===== src/hw/rtl/assert_macros.svh =====
// Assertion macros used by the tracker's top level to check its behaviour.
`ifndef ASSERT_MACROS_SVH
`define ASSERT_MACROS_SVH

// A condition that must hold at every clock edge out of reset.
`define ASSERT_ALWAYS(label, cond, msg) \
    label: assert property (@(posedge clk) disable iff (!rst_n) (cond)) \
        else $error(msg);

// A condition that, when seen, implies another in the same cycle.
`define ASSERT_IMPLIES(label, ante, cons, msg) \
    label: assert property (@(posedge clk) disable iff (!rst_n) (ante) |-> (cons)) \
        else $error(msg);

`endif


===== src/hw/rtl/hst_pkg.sv =====
// Types, codes and constants shared by the session tracker modules.
`timescale 1ns / 1ps

package hst_pkg;

    localparam int MAX_SESSIONS_DEF = 32;

    localparam logic [1:0] STAGE_OPEN   = 2'd1;
    localparam logic [1:0] STAGE_SYNACK = 2'd2;
    localparam logic [1:0] STAGE_DONE   = 2'd3;

    localparam logic [1:0] CLOSE_NONE = 2'd0;
    localparam logic [1:0] CLOSE_INIT = 2'd1;
    localparam logic [1:0] CLOSE_RESP = 2'd2;

    typedef enum logic [2:0] {
        EV_NONE     = 3'd0,
        EV_OPENED   = 3'd1,
        EV_SYNACK   = 3'd2,
        EV_DONE     = 3'd3,
        EV_FIN_INIT = 3'd4,
        EV_FIN_RESP = 3'd5,
        EV_FULL     = 3'd6
    } event_t;

    typedef enum logic [2:0] {
        K_OPEN,
        K_SYNACK,
        K_ACK,
        K_FIN,
        K_OTHER
    } kind_t;

    typedef enum logic [2:0] {
        S_IDLE,
        S_DECODE,
        S_SCAN,
        S_WRITE,
        S_OUT
    } state_t;

    typedef struct packed {
        logic [7:0]  tcp_flags;
        logic [15:0] source_port;
        logic [15:0] dest_port;
        logic [31:0] seq_value;
        logic [31:0] ack_value;
    } seg_t;

    typedef struct packed {
        logic [2:0]  event_code;
        logic [4:0]  entry_index;
        logic [15:0] handshakes_done;
        logic [5:0]  sessions_open;
        logic [5:0]  unfinished_count;
        logic [5:0]  irregular_close_count;
    } res_t;

    typedef struct packed {
        logic [15:0] init_port;
        logic [15:0] resp_port;
        logic [31:0] seq;
        logic [31:0] peer_seq;
        logic [1:0]  stage;
        logic [1:0]  close_mark;
    } entry_t;

    typedef struct packed {
        logic load;
        logic start;
        logic issue;
        logic commit;
        logic finish_none;
    } dp_cmd_t;

    typedef struct packed {
        kind_t kind;
        logic  full;
        logic  empty;
        logic  more;
        logic  hit;
    } dp_status_t;

endpackage


===== src/hw/rtl/hst_if.sv =====
// Request channels of the session tracker: segment headers in, results out.
`timescale 1ns / 1ps

interface hst_seg_if;
    logic        valid;
    logic        ready;
    logic [7:0]  tcp_flags;
    logic [15:0] source_port;
    logic [15:0] dest_port;
    logic [31:0] seq_value;
    logic [31:0] ack_value;

    modport source (
        output valid, tcp_flags, source_port, dest_port, seq_value, ack_value,
        input  ready
    );
    modport sink (
        input  valid, tcp_flags, source_port, dest_port, seq_value, ack_value,
        output ready
    );
endinterface

interface hst_res_if;
    logic        valid;
    logic        ready;
    logic [2:0]  event_code;
    logic [4:0]  entry_index;
    logic [15:0] handshakes_done;
    logic [5:0]  sessions_open;
    logic [5:0]  unfinished_count;
    logic [5:0]  irregular_close_count;

    modport source (
        output valid, event_code, entry_index, handshakes_done, sessions_open,
               unfinished_count, irregular_close_count,
        input  ready
    );
    modport sink (
        input  valid, event_code, entry_index, handshakes_done, sessions_open,
               unfinished_count, irregular_close_count,
        output ready
    );
endinterface


===== src/hw/rtl/hst_ctrl.sv =====
// Controller state machine sequencing decode, table scan, update and result.
`timescale 1ns / 1ps

module hst_ctrl (
    input  logic                 clk,
    input  logic                 rst_n,
    input  logic                 in_valid,
    output logic                 in_ready,
    output logic                 out_valid,
    input  logic                 out_ready,
    input  hst_pkg::dp_status_t  status,
    output hst_pkg::dp_cmd_t     cmd
);

    hst_pkg::state_t state_reg;
    hst_pkg::state_t state_next;

    always_ff @(posedge clk or negedge rst_n)
    begin
        if (!rst_n)
        begin
            state_reg <= hst_pkg::S_IDLE;
        end
        else
        begin
            state_reg <= state_next;
        end
    end

    always_comb
    begin
        state_next = state_reg;
        unique case (state_reg)
            hst_pkg::S_IDLE:
            begin
                if (in_valid)
                begin
                    state_next = hst_pkg::S_DECODE;
                end
            end
            hst_pkg::S_DECODE:
            begin
                if (status.kind == hst_pkg::K_OPEN)
                begin
                    state_next = status.full ? hst_pkg::S_OUT : hst_pkg::S_WRITE;
                end
                else if (status.kind == hst_pkg::K_OTHER || status.empty)
                begin
                    state_next = hst_pkg::S_OUT;
                end
                else
                begin
                    state_next = hst_pkg::S_SCAN;
                end
            end
            hst_pkg::S_SCAN:
            begin
                if (status.hit)
                begin
                    state_next = hst_pkg::S_WRITE;
                end
                else if (!status.more)
                begin
                    state_next = hst_pkg::S_OUT;
                end
            end
            hst_pkg::S_WRITE:
            begin
                state_next = hst_pkg::S_OUT;
            end
            hst_pkg::S_OUT:
            begin
                if (out_ready)
                begin
                    state_next = hst_pkg::S_IDLE;
                end
            end
            default:
            begin
                state_next = hst_pkg::S_IDLE;
            end
        endcase
    end

    always_comb
    begin
        cmd       = '0;
        in_ready  = 1'b0;
        out_valid = 1'b0;
        unique case (state_reg)
            hst_pkg::S_IDLE:
            begin
                in_ready = 1'b1;
                cmd.load = in_valid;
            end
            hst_pkg::S_DECODE:
            begin
                if (status.kind == hst_pkg::K_OPEN)
                begin
                    cmd.finish_none = status.full;
                end
                else if (status.kind == hst_pkg::K_OTHER || status.empty)
                begin
                    cmd.finish_none = 1'b1;
                end
                else
                begin
                    cmd.start = 1'b1;
                end
            end
            hst_pkg::S_SCAN:
            begin
                cmd.issue       = !status.hit && status.more;
                cmd.finish_none = !status.hit && !status.more;
            end
            hst_pkg::S_WRITE:
            begin
                cmd.commit = 1'b1;
            end
            hst_pkg::S_OUT:
            begin
                out_valid = 1'b1;
            end
            default:
            begin
                cmd = '0;
            end
        endcase
    end

endmodule


===== src/hw/rtl/hst_dp.sv =====
// Datapath: session table memory, entry compare, counters and result register.
`timescale 1ns / 1ps

module hst_dp #(
    parameter int MAX_SESSIONS = hst_pkg::MAX_SESSIONS_DEF
) (
    input  logic                 clk,
    input  logic                 rst_n,
    input  hst_pkg::seg_t        seg_in,
    input  hst_pkg::dp_cmd_t     cmd,
    output hst_pkg::dp_status_t  status,
    output hst_pkg::res_t        res
);

    localparam int AW = (MAX_SESSIONS > 1) ? $clog2(MAX_SESSIONS) : 1;
    localparam int CW = $clog2(MAX_SESSIONS + 1);
    localparam logic [CW-1:0] CAP = CW'(MAX_SESSIONS);

    hst_pkg::entry_t mem [MAX_SESSIONS];

    hst_pkg::seg_t   seg_reg;
    hst_pkg::entry_t rdata_reg;
    logic [AW-1:0]   rd_idx_reg;
    logic [CW-1:0]   rd_addr_reg;
    logic            rd_pend_reg;
    logic [CW-1:0]   count_reg;
    logic [CW-1:0]   count_next;
    logic [CW-1:0]   unf_reg;
    logic [CW-1:0]   unf_next;
    logic [CW-1:0]   irr_reg;
    logic [CW-1:0]   irr_next;
    logic [15:0]     hs_reg;
    logic [15:0]     hs_next;
    hst_pkg::res_t   res_reg;

    hst_pkg::kind_t  kind;
    logic            same_dir;
    logic            rev_dir;
    logic            kind_hit;
    logic [31:0]     seq_inc;

    logic            we;
    logic [AW-1:0]   waddr;
    hst_pkg::entry_t wdata;
    hst_pkg::event_t ev;
    logic [AW-1:0]   idx;
    logic [AW+4:0]   idx_wide;

    function automatic logic [5:0] sat6(input logic [CW-1:0] v);
        logic [CW+5:0] w;
        w = (CW+6)'(v);
        sat6 = (w > (CW+6)'(63)) ? 6'd63 : w[5:0];
    endfunction

    // Segment classification: the first matching rule wins.
    always_comb
    begin
        if (seg_reg.tcp_flags[1] && !seg_reg.tcp_flags[4])
        begin
            kind = hst_pkg::K_OPEN;
        end
        else if (seg_reg.tcp_flags[1])
        begin
            kind = hst_pkg::K_SYNACK;
        end
        else if (seg_reg.tcp_flags[4])
        begin
            kind = hst_pkg::K_ACK;
        end
        else if (seg_reg.tcp_flags[0])
        begin
            kind = hst_pkg::K_FIN;
        end
        else
        begin
            kind = hst_pkg::K_OTHER;
        end
    end

    assign same_dir = (rdata_reg.resp_port == seg_reg.dest_port) &&
                      (rdata_reg.init_port == seg_reg.source_port);
    assign rev_dir  = (rdata_reg.resp_port == seg_reg.source_port) &&
                      (rdata_reg.init_port == seg_reg.dest_port);
    assign seq_inc  = rdata_reg.seq + 32'd1;

    always_comb
    begin
        case (kind)
            hst_pkg::K_SYNACK: kind_hit = rev_dir && (seg_reg.ack_value == seq_inc);
            hst_pkg::K_ACK:    kind_hit = same_dir && (seg_reg.seq_value == rdata_reg.seq);
            hst_pkg::K_FIN:    kind_hit = same_dir || rev_dir;
            default:           kind_hit = 1'b0;
        endcase
    end

    assign status.kind  = kind;
    assign status.full  = (count_reg == CAP);
    assign status.empty = (count_reg == '0);
    assign status.more  = (rd_addr_reg < count_reg);
    assign status.hit   = rd_pend_reg && kind_hit;

    // Entry update and counter bookkeeping for the committing segment.
    always_comb
    begin
        count_next = count_reg;
        unf_next   = unf_reg;
        irr_next   = irr_reg;
        hs_next    = hs_reg;
        we         = 1'b0;
        waddr      = rd_idx_reg;
        wdata      = rdata_reg;
        ev         = hst_pkg::EV_NONE;
        idx        = rd_idx_reg;
        if (cmd.commit)
        begin
            case (kind)
                hst_pkg::K_OPEN:
                begin
                    we               = 1'b1;
                    waddr            = count_reg[AW-1:0];
                    idx              = count_reg[AW-1:0];
                    wdata.init_port  = seg_reg.source_port;
                    wdata.resp_port  = seg_reg.dest_port;
                    wdata.seq        = seg_reg.seq_value;
                    wdata.peer_seq   = 32'd0;
                    wdata.stage      = hst_pkg::STAGE_OPEN;
                    wdata.close_mark = hst_pkg::CLOSE_NONE;
                    count_next       = count_reg + CW'(1);
                    unf_next         = unf_reg + CW'(1);
                    irr_next         = irr_reg + CW'(1);
                    ev               = hst_pkg::EV_OPENED;
                end
                hst_pkg::K_SYNACK:
                begin
                    we             = 1'b1;
                    wdata.seq      = seq_inc;
                    wdata.peer_seq = seg_reg.seq_value;
                    wdata.stage    = hst_pkg::STAGE_SYNACK;
                    if (rdata_reg.stage == hst_pkg::STAGE_DONE)
                    begin
                        unf_next = unf_reg + CW'(1);
                    end
                    ev = hst_pkg::EV_SYNACK;
                end
                hst_pkg::K_ACK:
                begin
                    we          = 1'b1;
                    wdata.stage = hst_pkg::STAGE_DONE;
                    if (rdata_reg.stage != hst_pkg::STAGE_DONE)
                    begin
                        unf_next = unf_reg - CW'(1);
                    end
                    if (hs_reg != 16'hFFFF)
                    begin
                        hs_next = hs_reg + 16'd1;
                    end
                    ev = hst_pkg::EV_DONE;
                end
                hst_pkg::K_FIN:
                begin
                    we = 1'b1;
                    if (same_dir)
                    begin
                        wdata.close_mark = hst_pkg::CLOSE_INIT;
                        if (rdata_reg.close_mark == hst_pkg::CLOSE_RESP)
                        begin
                            irr_next = irr_reg + CW'(1);
                        end
                        ev = hst_pkg::EV_FIN_INIT;
                    end
                    else
                    begin
                        wdata.close_mark = hst_pkg::CLOSE_RESP;
                        if (rdata_reg.close_mark != hst_pkg::CLOSE_RESP)
                        begin
                            irr_next = irr_reg - CW'(1);
                        end
                        ev = hst_pkg::EV_FIN_RESP;
                    end
                end
                default:
                begin
                    we = 1'b0;
                end
            endcase
        end
    end

    assign idx_wide = (AW+5)'(idx);

    always_ff @(posedge clk or negedge rst_n)
    begin
        if (!rst_n)
        begin
            count_reg   <= '0;
            unf_reg     <= '0;
            irr_reg     <= '0;
            hs_reg      <= '0;
            rd_addr_reg <= '0;
            rd_pend_reg <= 1'b0;
        end
        else
        begin
            count_reg <= count_next;
            unf_reg   <= unf_next;
            irr_reg   <= irr_next;
            hs_reg    <= hs_next;
            if (cmd.load)
            begin
                rd_pend_reg <= 1'b0;
            end
            else if (cmd.start)
            begin
                rd_addr_reg <= CW'(1);
                rd_pend_reg <= 1'b1;
            end
            else if (cmd.issue)
            begin
                rd_addr_reg <= rd_addr_reg + CW'(1);
                rd_pend_reg <= 1'b1;
            end
        end
    end

    // Table memory: one write port, one registered read port.
    always_ff @(posedge clk)
    begin
        if (we)
        begin
            mem[waddr] <= wdata;
        end
        if (cmd.start)
        begin
            rdata_reg  <= mem[AW'(0)];
            rd_idx_reg <= AW'(0);
        end
        else if (cmd.issue)
        begin
            rdata_reg  <= mem[rd_addr_reg[AW-1:0]];
            rd_idx_reg <= rd_addr_reg[AW-1:0];
        end
    end

    always_ff @(posedge clk)
    begin
        if (cmd.load)
        begin
            seg_reg <= seg_in;
        end
        if (cmd.commit)
        begin
            res_reg.event_code            <= ev;
            res_reg.entry_index           <= idx_wide[4:0];
            res_reg.handshakes_done       <= hs_next;
            res_reg.sessions_open         <= sat6(count_next);
            res_reg.unfinished_count      <= sat6(unf_next);
            res_reg.irregular_close_count <= sat6(irr_next);
        end
        else if (cmd.finish_none)
        begin
            res_reg.event_code            <= (kind == hst_pkg::K_OPEN) ?
                                             hst_pkg::EV_FULL : hst_pkg::EV_NONE;
            res_reg.entry_index           <= 5'd0;
            res_reg.handshakes_done       <= hs_reg;
            res_reg.sessions_open         <= sat6(count_reg);
            res_reg.unfinished_count      <= sat6(unf_reg);
            res_reg.irregular_close_count <= sat6(irr_reg);
        end
    end

    assign res = res_reg;

endmodule


===== src/hw/rtl/tcp_handshake_session_tracker.sv =====
// Top level of the TCP handshake session tracker.
`timescale 1ns / 1ps
// Usage
// The segment channel takes one TCP header per request: flags, both ports,
// sequence and acknowledgement numbers. The result channel returns exactly one
// request per segment, carrying an event code, the entry touched and four counts.
// Both channels complete a request when valid and ready are high at a clock edge.
// Sequencing: one segment is handled at a time. An opening SYN passes through
// the decode and write states before its result is presented; a full table or a
// segment that needs no lookup goes from decode straight to the result state.
// Segments that search the table walk the session memory one entry per cycle
// through its single registered read port and stop at the first match or after
// the last open session. The idle state comes round again before the next
// segment is taken.
// Reset clears the session count and all counters at once; table contents are
// only ever read below the session count, so the memory needs no clearing.
// When the receiver stalls, the result is held in its register with valid high
// and no new segment is accepted until the result has been taken.
`include "assert_macros.svh"

module tcp_handshake_session_tracker #(
    parameter int MAX_SESSIONS = hst_pkg::MAX_SESSIONS_DEF
) (
    input logic     clk,
    input logic     rst_n,
    hst_seg_if.sink   segment,
    hst_res_if.source result
);

    // Highest session count the six-bit result field can show.
    localparam logic [5:0] OPEN_CAP = (MAX_SESSIONS > 63) ? 6'd63 : 6'(MAX_SESSIONS);

    hst_pkg::seg_t       seg;
    hst_pkg::res_t       res;
    hst_pkg::dp_cmd_t    cmd;
    hst_pkg::dp_status_t status;

    // Gather the segment fields into one word for the datapath.
    assign seg.tcp_flags   = segment.tcp_flags;
    assign seg.source_port = segment.source_port;
    assign seg.dest_port   = segment.dest_port;
    assign seg.seq_value   = segment.seq_value;
    assign seg.ack_value   = segment.ack_value;

    // The controller owns both handshakes; the datapath owns the table.
    hst_ctrl u_ctrl (
        .clk       (clk),
        .rst_n     (rst_n),
        .in_valid  (segment.valid),
        .in_ready  (segment.ready),
        .out_valid (result.valid),
        .out_ready (result.ready),
        .status    (status),
        .cmd       (cmd)
    );

    hst_dp #(
        .MAX_SESSIONS (MAX_SESSIONS)
    ) u_dp (
        .clk    (clk),
        .rst_n  (rst_n),
        .seg_in (seg),
        .cmd    (cmd),
        .status (status),
        .res    (res)
    );

    // The result register drives the outgoing channel directly.
    assign result.event_code            = res.event_code;
    assign result.entry_index           = res.entry_index;
    assign result.handshakes_done       = res.handshakes_done;
    assign result.sessions_open         = res.sessions_open;
    assign result.unfinished_count      = res.unfinished_count;
    assign result.irregular_close_count = res.irregular_close_count;

    // A new segment is never taken while a result is still on offer.
    `ASSERT_ALWAYS(a_one_in_flight, !(segment.ready && result.valid), "segment taken while result pending")

    // The session count shown can never exceed the table size.
    `ASSERT_IMPLIES(a_open_cap, result.valid, result.sessions_open <= OPEN_CAP, "session count above table size")

    // Unfinished and irregular entries are a subset of the open sessions.
    `ASSERT_IMPLIES(a_subset, result.valid, (result.unfinished_count <= result.sessions_open) && (result.irregular_close_count <= result.sessions_open), "entry count exceeds session count")

    // A refused SYN is only reported when the table really is full.
    `ASSERT_IMPLIES(a_full, result.valid && (result.event_code == hst_pkg::EV_FULL), result.sessions_open == OPEN_CAP, "table full reported below capacity")

    // Commands that move the table never fire while a result waits.
    `ASSERT_IMPLIES(a_quiet_out, result.valid, !(cmd.commit || cmd.start || cmd.issue), "table activity while result pending")

endmodule


===== src/flat_wrapper.sv =====
// flat-port wrapper written by rule: the top's interface ports become plain ports
module tcp_handshake_session_tracker_flat 
#(
    parameter int MAX_SESSIONS = hst_pkg::MAX_SESSIONS_DEF
)
  (clk, rst_n, segment_valid, segment_tcp_flags, segment_source_port, segment_dest_port, segment_seq_value, segment_ack_value, segment_ready, result_valid, result_event_code, result_entry_index, result_handshakes_done, result_sessions_open, result_unfinished_count, result_irregular_close_count, result_ready);
  hst_seg_if segment_i ();
  hst_res_if result_i ();
  input logic clk;
  input logic rst_n;
  input wire logic [$bits(segment_i.valid)-1:0] segment_valid;
  input wire logic [$bits(segment_i.tcp_flags)-1:0] segment_tcp_flags;
  input wire logic [$bits(segment_i.source_port)-1:0] segment_source_port;
  input wire logic [$bits(segment_i.dest_port)-1:0] segment_dest_port;
  input wire logic [$bits(segment_i.seq_value)-1:0] segment_seq_value;
  input wire logic [$bits(segment_i.ack_value)-1:0] segment_ack_value;
  output wire logic [$bits(segment_i.ready)-1:0] segment_ready;
  output wire logic [$bits(result_i.valid)-1:0] result_valid;
  output wire logic [$bits(result_i.event_code)-1:0] result_event_code;
  output wire logic [$bits(result_i.entry_index)-1:0] result_entry_index;
  output wire logic [$bits(result_i.handshakes_done)-1:0] result_handshakes_done;
  output wire logic [$bits(result_i.sessions_open)-1:0] result_sessions_open;
  output wire logic [$bits(result_i.unfinished_count)-1:0] result_unfinished_count;
  output wire logic [$bits(result_i.irregular_close_count)-1:0] result_irregular_close_count;
  input wire logic [$bits(result_i.ready)-1:0] result_ready;
  assign segment_i.valid = segment_valid;
  assign segment_i.tcp_flags = segment_tcp_flags;
  assign segment_i.source_port = segment_source_port;
  assign segment_i.dest_port = segment_dest_port;
  assign segment_i.seq_value = segment_seq_value;
  assign segment_i.ack_value = segment_ack_value;
  assign segment_ready = segment_i.ready;
  assign result_valid = result_i.valid;
  assign result_event_code = result_i.event_code;
  assign result_entry_index = result_i.entry_index;
  assign result_handshakes_done = result_i.handshakes_done;
  assign result_sessions_open = result_i.sessions_open;
  assign result_unfinished_count = result_i.unfinished_count;
  assign result_irregular_close_count = result_i.irregular_close_count;
  assign result_i.ready = result_ready;
  tcp_handshake_session_tracker #(.MAX_SESSIONS(MAX_SESSIONS)) u_core (.clk(clk), .rst_n(rst_n), .segment(segment_i), .result(result_i));
endmodule

===== config.mk =====
export PLATFORM = sky130hd
export DESIGN_NAME = tcp_handshake_session_tracker_flat
export DESIGN_NICKNAME = d
export VERILOG_FILES = /design/src/hw/rtl/hst_pkg.sv /design/src/hw/rtl/hst_if.sv /design/src/hw/rtl/hst_ctrl.sv /design/src/hw/rtl/hst_dp.sv /design/src/hw/rtl/tcp_handshake_session_tracker.sv /design/src/flat_wrapper.sv
export VERILOG_INCLUDE_DIRS = /design/src /design/src/hw/rtl
export SDC_FILE = /design/constraint.sdc
export NUM_CORES = 2
export LEC_CHECK = 0
export BUFFER_PORTS_ARGS = -buffer_cell sky130_fd_sc_hd__buf_2
export CAP_MARGIN = 20
export CORE_MARGIN = 3
export CORE_UTILIZATION = 45
export CTS_BUF_LIST = sky130_fd_sc_hd__clkbuf_16
export DETAILED_ROUTE_END_ITERATION = 8
export PLACE_DENSITY_LB_ADDON = 0.12
export SKIP_LAST_GASP = 1
export SLEW_MARGIN = 5
export SYNTH_ARGS = -nofsm -noshare
export SYNTH_HDL_FRONTEND = slang
export SYNTH_HIERARCHICAL = 1
export SYNTH_SLANG_ARGS = --single-unit
export TNS_END_PERCENT = 30

===== constraint.sdc =====
create_clock -name clk -period 5.4 [get_ports clk]
set_clock_uncertainty 0.1 [all_clocks]
set_input_delay 0.81 -clock clk [delete_from_list [all_inputs] [get_ports clk]]
set_output_delay 0.81 -clock clk [all_outputs]
set_load 0.02 [all_outputs]

==> impl_metrics.xml <==
<?xml version="1.0" encoding="UTF-8"?>
<metrics>
  <group name="sta">
    <metric name="tightest_slew" unit="ns">1.10</metric>
    <metric name="period_share" unit="%">89.9</metric>
    <metric name="worst_slack" unit="ns">0.546</metric>
    <metric name="fin_hold_ws" unit="ns">0.0832</metric>
    <metric name="final_max_slew_viol_count" unit="">0</metric>
    <metric name="fmax" unit="MHz">206</metric>
    <metric name="post-route-min-period" unit="ns">4.85</metric>
    <metric name="fin_setup_tns" unit="ns">0</metric>
    <metric name="hold_violations" unit="">0</metric>
    <metric name="slew_headroom" unit="%">26.7</metric>
    <metric name="rsz0062_at_grt" unit="">false</metric>
    <metric name="timing.final.setup_violations" unit="">0</metric>
  </group>
  <group name="yosys">
    <metric name="postSynthCellCount" unit="">4464</metric>
    <metric name="ys_types" unit="">72</metric>
    <metric name="yosys_most_used_dff" unit="">sky130_fd_sc_hd__edfxtp_1</metric>
    <metric name="synth_net_count" unit="">4586</metric>
    <metric name="postSynth.asyncResetShare" unit="%">1.81</metric>
    <metric name="mappedNetlistArea" unit="mm^2">0.0960</metric>
    <metric name="flip_flop_and_latch_count_after_synthesis" unit="">2434</metric>
    <metric name="synth_enable_flop_cells" unit="">2385</metric>
    <metric name="yosysSeqAreaShare" unit="%">75.9</metric>
    <metric name="yosysWarnings" unit="">6</metric>
    <metric name="synth.avg_cell_area" unit="um^2">21.5</metric>
  </group>
  <group name="place">
    <metric name="dp_hpwl" unit="um">132000</metric>
    <metric name="dp_slack" unit="ns">0.525</metric>
    <metric name="gp_congestion" unit="">0.846</metric>
    <metric name="port-buffer-count" unit="">146</metric>
  </group>
  <group name="route">
    <metric name="first_pass_detailed_route_iteration_total" unit="">5</metric>
    <metric name="viasPerCell" unit="">5.92</metric>
    <metric name="ant_nets" unit="">0</metric>
    <metric name="number_of_remaining_drc_errors" unit="">0</metric>
    <metric name="drt-total-wl" unit="um">245000</metric>
    <metric name="route.vias.total" unit="">46660</metric>
    <metric name="drt_iter0_markers" unit="">5040</metric>
    <metric name="routed_wire_length_per_instance" unit="um">31.0</metric>
  </group>
  <group name="layout">
    <metric name="finish.net_count" unit="">5016</metric>
    <metric name="post-route-util" unit="%">52.7</metric>
    <metric name="final_layout_size_suffix_gt1_share" unit="%">28.4</metric>
    <metric name="largest_register_ffs" unit="">2176</metric>
    <metric name="area_delta_synth_final" unit="%">15.6</metric>
  </group>
  <group name="clocking">
    <metric name="insertion_delay_to_the_later_sink_of_the_worst_skew_pair" unit="ns">0.91</metric>
    <metric name="ctsRootBufferMaster" unit="">sky130_fd_sc_hd__clkbuf_16</metric>
    <metric name="cts_htree_levels" unit="">5</metric>
    <metric name="cts_tree" unit="">yes</metric>
    <metric name="clk_pin_slew_worst_paths" unit="ns">0.06</metric>
    <metric name="number_of_buffers_on_the_longest_clock_path" unit="">4</metric>
    <metric name="cts_made_buffers" unit="">275</metric>
    <metric name="cts_num_sinks" unit="">2434</metric>
  </group>
  <group name="power">
    <metric name="ir_drop" unit="mV">0.343</metric>
    <metric name="total_leakage_power" unit="nW">34.7</metric>
    <metric name="total_power" unit="mW">54.1</metric>
    <metric name="power.density" unit="mW/mm^2">487</metric>
  </group>
  <group name="worst_setup_path">
    <metric name="setup.worst_path.end" unit="">u_core/u_dp/rdata_reg[75]</metric>
    <metric name="path_common_cell" unit="">sky130_fd_sc_hd__nand4_1</metric>
    <metric name="setup.worst_path.class" unit="">flop to flop</metric>
    <metric name="cp_num_cells" unit="">12</metric>
    <metric name="worstPathBufferInverterCount" unit="">1</metric>
    <metric name="crit-reg2reg-launch" unit="">u_core/u_dp/rdata_reg[36]</metric>
    <metric name="timing.critical_path.cells" unit="">ha_1 &gt; nand4_1 &gt; nor4_1 &gt; nand4_1 &gt; xnor2_1 &gt; nor4_1 &gt; nand4_1 &gt; o32ai_2 &gt; nor2_1 &gt; and3_1 &gt; or2_4 &gt; buf_4</metric>
    <metric name="critical_path_arrival" unit="ns">5.27</metric>
    <metric name="crit_path_max_incr_delay" unit="ns">0.55</metric>
    <metric name="cpLargestDelayFamily" unit="">simple AND/OR/NAND/NOR gates</metric>
    <metric name="crit-reg2reg-capture" unit="">u_core/u_dp/rdata_reg[75]</metric>
    <metric name="critical_path.max_fanout" unit="">36</metric>
    <metric name="cpMaxStageDelayCell" unit="">sky130_fd_sc_hd__edfxtp_1</metric>
    <metric name="critical_path.startpoint" unit="">u_core/u_dp/rdata_reg[36]</metric>
    <metric name="worst-r2r-cell-count" unit="">12</metric>
    <metric name="setup.worst_path.start_class" unit="">flop</metric>
    <metric name="worst_ep_required_time" unit="ns">5.82</metric>
    <metric name="critPathCaptureType" unit="">flop</metric>
    <metric name="reg2reg_slack" unit="ns">0.55</metric>
  </group>
  <group name="grt">
    <metric name="antenna_found_initial" unit="">14</metric>
    <metric name="grt_max_degree" unit="">127</metric>
    <metric name="grt_remaining_overflow" unit="">0</metric>
    <metric name="grt_first_pass_wirelength" unit="um">351000</metric>
    <metric name="track_usage" unit="%">22.5</metric>
    <metric name="number_of_global_route_vias_before_repair" unit="">47582</metric>
  </group>
  <group name="floorplanning">
    <metric name="fp.dieH" unit="um">468</metric>
    <metric name="x_dimension_of_the_die" unit="um">468</metric>
    <metric name="initial_standard_cell_utilization_of_the_core" unit="%">45.5</metric>
    <metric name="num_io_pins" unit="">152</metric>
    <metric name="design.die.area" unit="mm^2">0.219</metric>
    <metric name="rows" unit="">168</metric>
    <metric name="fp.coreArea" unit="mm^2">0.211</metric>
  </group>
  <group name="outcome">
    <metric name="run_status" unit="">finished, final reports clean</metric>
  </group>
  <group name="flow_run">
    <metric name="timing.max_cap.violations" unit="">0</metric>
  </group>
  <group name="min_path">
    <metric name="hold-path-cell-count" unit="">1</metric>
    <metric name="worst_hold_path_type" unit="">primary input to flop</metric>
  </group>
</metrics>
==> through the flow <==
stage	instance area [um^2]	instances
finish	111000	7885
global route	111000	7884
CTS	111000	7864
detailed placement	101000	7326
global placement	101000	7324
floorplan	96000	4464
==> cells in the mapped netlist (6+ instances only) <==
| library cell | count | area, um^2 |
|---|---|---|
| sky130_fd_sc_hd__buf_6 | 7 | 78.8 |
| sky130_fd_sc_hd__nand3_1 | 41 | 205 |
| sky130_fd_sc_hd__nor3_1 | 18 | 90.1 |
| sky130_fd_sc_hd__buf_1 | 33 | 124 |
| sky130_fd_sc_hd__a31oi_1 | 7 | 43.8 |
| sky130_fd_sc_hd__clkbuf_1 | 127 | 477 |
| sky130_fd_sc_hd__o22a_1 | 8 | 70.1 |
| sky130_fd_sc_hd__or3_1 | 6 | 37.5 |
| sky130_fd_sc_hd__nand2b_1 | 12 | 75.1 |
| sky130_fd_sc_hd__xnor2_1 | 98 | 858 |
| sky130_fd_sc_hd__ha_1 | 14 | 175 |
| sky130_fd_sc_hd__nand4_1 | 46 | 288 |
| sky130_fd_sc_hd__o22ai_1 | 17 | 106 |
| sky130_fd_sc_hd__nor2b_1 | 14 | 87.6 |
| sky130_fd_sc_hd__o21ai_0 | 40 | 200 |
| sky130_fd_sc_hd__xor2_1 | 77 | 674 |
| sky130_fd_sc_hd__edfxtp_1 | 2385 | 71600 |
| sky130_fd_sc_hd__o31ai_1 | 6 | 45.0 |
| sky130_fd_sc_hd__a21oi_1 | 76 | 380 |
| sky130_fd_sc_hd__dfrtp_1 | 44 | 1100 |
| sky130_fd_sc_hd__nand2_1 | 252 | 946 |
| sky130_fd_sc_hd__nor2_1 | 87 | 327 |
| sky130_fd_sc_hd__mux4_2 | 680 | 15300 |
| sky130_fd_sc_hd__nor4_1 | 21 | 131 |
| sky130_fd_sc_hd__buf_4 | 10 | 75.1 |
| sky130_fd_sc_hd__inv_1 | 22 | 82.6 |
| sky130_fd_sc_hd__o21ai_1 | 73 | 365 |
| sky130_fd_sc_hd__and4_1 | 8 | 70.1 |
| sky130_fd_sc_hd__o211ai_1 | 6 | 45.0 |
| sky130_fd_sc_hd__and3_1 | 15 | 93.8 |
| sky130_fd_sc_hd__buf_2 | 62 | 310 |
| sky130_fd_sc_hd__mux2i_1 | 77 | 771 |
==> power by group <==
group	internal, mW	switching, mW
Sequential	23.1	0.756
Clock	10.3	7.18
Combinational	5.58	7.17
==> logic make-up (layout without fill, tap and decap cells) <==
| logic type | Yosys count | in the layout | synth area share, % |
|---|---|---|---|
| fa+ha+maj | 14 | 14 | 0.182 |
| compound gates | 258 | 258 | 1.54 |
| buf+inv | 263 | 876 | 1.20 |
| other cells | 0 | 3 | 0 |
| mux | 759 | 759 | 16.8 |
| flops | 2434 | 2434 | 75.9 |
| xor+xnor | 175 | 175 | 1.60 |
| simple gates | 561 | 561 | 2.84 |
==> layer usage <==
metal  track usage [%]  up-vias  wire length (um)
met3              4.16      362             16800
met1              33.3    25111            107000
met5                 0        -                27
li1                  -    19469                 -
met2              34.8     1714            115000
met4              5.87        4              5890
==> layout make-up <==
cell class	instances	area, um^2
diodes	3	7.51
clock buffers	285	7130
clock inverters	175	1240
fillers	16234	99800
inverters	23	86.3
multi-input cells	1767	22400
flip-flops and latches	2434	72800
well taps	2805	3510
repair buffers	393	3790
==> cells in the final DEF, fill, tap and decap left out, drive strengths merged, types with 18 or more instances in the layout <==
cell type / netlist / routed
a21oi: 76 / 76
clkbuf: 128 / 285
bufinv: 0 / 18
nand2: 253 / 253
clkinv: 0 / 94
inv: 23 / 83
nor3: 20 / 20
mux2i: 77 / 77
xor2: 77 / 77
nand4: 48 / 48
dfrtp: 44 / 44
edfxtp: 2385 / 2385
nor4: 25 / 25
nand3: 44 / 44
xnor2: 98 / 98
dlygate4sd3: 0 / 78
o21ai: 113 / 113
buf: 112 / 315
nor2: 87 / 87
mux4: 680 / 680
==> worst min path at each step <==
stage	slack, ns	startpoint	endpoint
after global routing	0.03	segment_dest_port[4]	u_core/u_dp/seg_reg[68]
after detailed placement	0.37	u_core/u_dp/unf_reg[5]	u_core/u_dp/unf_reg[5]
after CTS	0.01	segment_dest_port[4]	u_core/u_dp/seg_reg[68]
final	0.08	segment_dest_port[4]	u_core/u_dp/seg_reg[68]
after global placement	0.36	u_core/u_dp/unf_reg[5]	u_core/u_dp/unf_reg[5]
after floorplan	0.34	u_core/u_dp/unf_reg[5]	u_core/u_dp/unf_reg[5]
==> timing repair <==
item / 4_1_cts / 5_1_grt
gates resized for setup: 0 / 0
setup endpoints to repair: 0 / 0
hold buffers: 78 / 0
endpoints found under the hold margin: 121 / 0
setup buffers: 0 / 0
==> worst reg2reg max path, cell delays in order (launching register included) <==
cell,delay (ns)
sky130_fd_sc_hd__edfxtp_1,0.55
sky130_fd_sc_hd__ha_1,0.35
sky130_fd_sc_hd__nand4_1,0.16
sky130_fd_sc_hd__nor4_1,0.53
sky130_fd_sc_hd__nand4_1,0.33
sky130_fd_sc_hd__xnor2_1,0.22
sky130_fd_sc_hd__nor4_1,0.38
sky130_fd_sc_hd__nand4_1,0.26
sky130_fd_sc_hd__o32ai_2,0.44
sky130_fd_sc_hd__nor2_1,0.11
sky130_fd_sc_hd__and3_1,0.35
sky130_fd_sc_hd__or2_4,0.32
sky130_fd_sc_hd__buf_4,0.32
No activity file was read; power rests on OpenSTA's default activity.
